File: src/rtl/efba_pkg.sv
// ----------------------------------------------------------------------------
// efba_pkg
// Types, codes and sizes shared by the extent free-list block allocator.
// ----------------------------------------------------------------------------
package efba_pkg;

  localparam int MAX_BLOCKS = 4096;

  localparam int BLK_W  = 12;
  localparam int VS_W   = 13;
  localparam int FUNC_W = 2;
  localparam int REC_W  = 2 * BLK_W;

  // Record storage never needs more entries than a 12-bit block number can reach.
  localparam int MEM_DEPTH = (MAX_BLOCKS < (1 << BLK_W)) ? MAX_BLOCKS : (1 << BLK_W);
  localparam int MEM_AW    = $clog2(MEM_DEPTH);

  localparam logic [VS_W-1:0]  VS_RESET  = VS_W'(4096);
  localparam logic [VS_W-1:0]  VS_MIN    = VS_W'(2);
  localparam logic [VS_W-1:0]  VS_CAP    = VS_W'(MEM_DEPTH);
  localparam logic [BLK_W-1:0] COUNT_MAX = {BLK_W{1'b1}};

  typedef enum logic [FUNC_W-1:0] {
    FN_FORMAT = 2'd0,
    FN_ALLOC  = 2'd1,
    FN_FREE   = 2'd2,
    FN_NOP    = 2'd3
  } func_t;

  typedef struct packed {
    logic accept;  // capture the request and read the head record
    logic exec;    // apply the operation and load the result register
  } efba_cmd_t;

endpackage

File: src/rtl/efba_ctrl.sv
// ----------------------------------------------------------------------------
// efba_ctrl
// Sequencer: takes one request, waits for the result register to free up,
// then has the datapath execute it.
// ----------------------------------------------------------------------------
module efba_ctrl (
  input  logic                clk,
  input  logic                rst_n,
  input  logic                in_valid,
  output logic                in_ready,
  output logic                out_valid,
  input  logic                out_ready,
  output efba_pkg::efba_cmd_t cmd
);
  import efba_pkg::*;

  typedef enum logic {S_IDLE, S_EXEC} state_t;

  state_t state_r, state_nxt;
  logic   in_ready_r, in_ready_nxt;
  logic   out_valid_r, out_valid_nxt;

  always_comb begin
    cmd.accept    = in_ready_r && in_valid;
    cmd.exec      = (state_r == S_EXEC) && (!out_valid_r || out_ready);
    state_nxt     = state_r;
    in_ready_nxt  = in_ready_r;
    out_valid_nxt = out_valid_r && !out_ready;
    unique case (state_r)
      S_IDLE: begin
        if (cmd.accept) begin
          state_nxt    = S_EXEC;
          in_ready_nxt = 1'b0;
        end
      end
      S_EXEC: begin
        if (cmd.exec) begin
          state_nxt     = S_IDLE;
          in_ready_nxt  = 1'b1;
          out_valid_nxt = 1'b1;
        end
      end
      default: begin
        state_nxt = S_IDLE;
      end
    endcase
  end

  always_ff @(posedge clk) begin
    if (!rst_n) begin
      state_r     <= S_IDLE;
      in_ready_r  <= 1'b1;
      out_valid_r <= 1'b0;
    end else begin
      state_r     <= state_nxt;
      in_ready_r  <= in_ready_nxt;
      out_valid_r <= out_valid_nxt;
    end
  end

  assign in_ready  = in_ready_r;
  assign out_valid = out_valid_r;

endmodule

File: config.mk
export PLATFORM = sky130hd
export DESIGN_NAME = efba_ctrl
export DESIGN_NICKNAME = d
export VERILOG_FILES = /design/src/rtl/efba_pkg.sv /design/src/rtl/efba_ctrl.sv
export SDC_FILE = /design/constraint.sdc
export NUM_CORES = 1
export LEC_CHECK = 0
export ABC_AREA = 1
export BUFFER_PORTS_ARGS = -buffer_cell sky130_fd_sc_hd__buf_2
export CAP_MARGIN = 20
export CORE_AREA = 2 2 39 41
export DETAILED_ROUTE_END_ITERATION = 10
export DIE_AREA = 0 0 41 43
export MAX_ROUTING_LAYER = met4
export PLACE_DENSITY_LB_ADDON = 0.15
export SYNTH_ARGS = -nofsm -noshare
export SYNTH_HDL_FRONTEND = slang
export SYNTH_SLANG_ARGS = --single-unit
File: constraint.sdc
create_clock -name clk -period 0.8 [get_ports clk]
set_input_delay 0.08 -clock clk [delete_from_list [all_inputs] [get_ports clk]]
set_output_delay 0.08 -clock clk [all_outputs]
set_load 0.01 [all_outputs]
==> run metrics <==
Port Buffers=7; WHS=roughly 0.076 ns; number of global-route vias before repair=157; FF-to-FF Start=out_valid$_SDFF_PN0_; pin count of the biggest net entering global routing=4; failing checks=negative setup slack; DR vias/cell=a little over 3; TritonCTS clock tree=done; worst slack, placed=0.0933 ns; arrival time worst endpoint=between 0.8 and 0.9 ns; drt first pass iters=2; combinational power share=0.199; I/O Pins=8; clock share of power=0.484; setup ws final=-0.0975 ns; max-cap violations=0; DP Area=178 um2; Worst EP required=a little over 0.7 ns; Final Hold Fails=0; status=finished with violations; Pleak=approximately 0.13 nW; crit path to=cmd[0]; first-pass GRT wire length=558 um; dpl cells=40; cell accounting for the most synthesized area=dfxtp_1; dpl hpwl=230 um; Final setup viols=4; Seq/Total Area, Yosys=0.490; crit start category=flop; Die H=43 um; total gr overflow=0; wire length per cell=between 7 and 8 um; Clock Tree Buf Depth=2; final core occ=0.177; Final ANT Viol Nets=0; mapped cell area=about 120 um2; area of the multi-input gates=between 50 and 60 um2; fraction of layout instances using a drive strength above 1=0.625; die width=41 um; Seq pwr share=0.317; Slew Limit Fails=0; worst r2r dst=state_r$_SDFF_PN0_; r2r setup slk=-0.06 ns; H-tree depth=1; Slew @ Worst Pin=0.117 ns; TritonCTS Buffers=3; fmax=1.11 GHz; Worst VDD drop=around 0.00084 V; clock sink total=3; power per cell area=2290 mW/mm2; Worst Hold Class=in -> reg; worst skew pair latency=0.24 ns; commonest non-fill, non-tap cells in the layout=6 x buf_2, 4 x buf_4; cell-internal power=between 0.4 and 0.5 mW; clk slew on worst S/H paths=roughly 0.04 ns; Crit. End Element=output pin; syn nets=21; fillcell total=161; post-synthesis cell type count=7; DRC viols=0; Synth area leaders=dfxtp_1 49%, inv_1 12%, nand2_1 12%, nand2_2 10%, a21boi_1 6.1%; CTS root buffer=clkbuf_4; CP startpoint=out_valid$_SDFF_PN0_; design area=between 200 and 250 um2; PnR Total Power=0.560 mW; slew margin rel.=0.922; Cell Count, Final, Fillers Out=48; GRT Overall Usage=0.0555; Iteration-0 DRC Markers=1; switching power=~0.14 mW; Register Area=62.6 um2; Final min period=0.898 ns; commonest non-fill, non-tap cell in the layout=buf_2; core area=between 0.001 and 0.0015 mm2; Sw Ratio=0.259; critical path type=reg -> out; worst reg2reg path depth=6; via count=~150; Avg Cell Area, Syn=7.21 um2; Final Skew=around 0.0019 ns; antenna violations before repair=0; ant diodes=0; Ys Warns=0; Area Overhead vs Synth=100%; row count=14; Die ar.=0.00176 mm2; Total Wirelength=355 um; nets@finish=37; #FFs+latches synth=3; RSZ-0062 raised after global routing=yes; Synth top area share=0.490; Final Wtd Congestion=0.647; Worst Path Max Fanout=2; final setup TNS=-0.240 ns; Initial Util=0.0886; Mapped Cells=17; Period Utilization, post-route=1.12
[synthesized netlist by cell type]
library cell	number
nand2_1	4
nand2_2	2
inv_1	4
a21boi_1	1
nand3_1	1
nor2_1	2
dfxtp_1	3
[worst max-delay path, stage by stage, from the launching register on]
cell and delay [ns]:
dfxtp_2 0.32, nand2_2 0.05, nand2_2 0.06, inv_2 0.04, buf_6 0.11
[routing by layer]
metal	share of wire	global-route usage	vias up
met5	0	-	-
met4	0	0.0200	0
met3	0.13	0.0785	0
met2	0.35	0.0594	10
met1	0.52	0.0545	61
li1	-	-	78
[cells by family (layout without fill, tap and decap cells)]
logic type	Yosys count	in the layout	synth area share
DFF	3	3	0.490
buffers and inverters	4	19	0.122
AOI/OAI and AO/OA	1	1	0.0612
and+or+nand+nor	9	9	0.326
[cell type report]
| cell class | instances | area share |
|---|---|---|
| flip-flops and latches | 3 | 0.255 |
| well taps | 16 | 0.0816 |
| clock buffers | 4 | 0.107 |
| multi-input cells | 10 | 0.204 |
| inverters | 4 | 0.0612 |
| repair buffers | 11 | 0.291 |
[repair_timing]
action,CTS,global route
pin swaps,1,0
hold buffers,0,0
setup endpoints to repair,2,3
setup buffers,3,1
gates resized for setup,2,3
gates cloned,0,0
[power groups by stage]
stage	logic [mW]	registers, mW	clock network [mW]
floorplan	0.0387	0.182	0
global placement	0.0746	0.177	0
detailed placement	0.0762	0.178	0
CTS	0.0941	0.177	0.285
global route	0.127	0.178	0.298
finish	0.111	0.178	0.271
[worst min-delay path by stage]
stage | start | endpoint | slack, ns | cells past startpoint
3_5_place_dp | rst_n | in_ready$_SDFFE_PN1P_ | 0.30 | 2
6_report | rst_n | in_ready$_SDFFE_PN1P_ | 0.08 | 2
2_1_floorplan | rst_n | in_ready$_SDFFE_PN1P_ | 0.16 | 1
5_1_grt | rst_n | in_ready$_SDFFE_PN1P_ | 0.08 | 2
3_3_place_gp | rst_n | in_ready$_SDFFE_PN1P_ | 0.30 | 2
4_1_cts | rst_n | in_ready$_SDFFE_PN1P_ | 0.06 | 2
[flip-flops by register name, summed over array words and instances, names as in the netlist]
register and count:
out_valid 1, state_r 1, in_ready 1
Note: power is estimated with default switching activity, not from simulation.
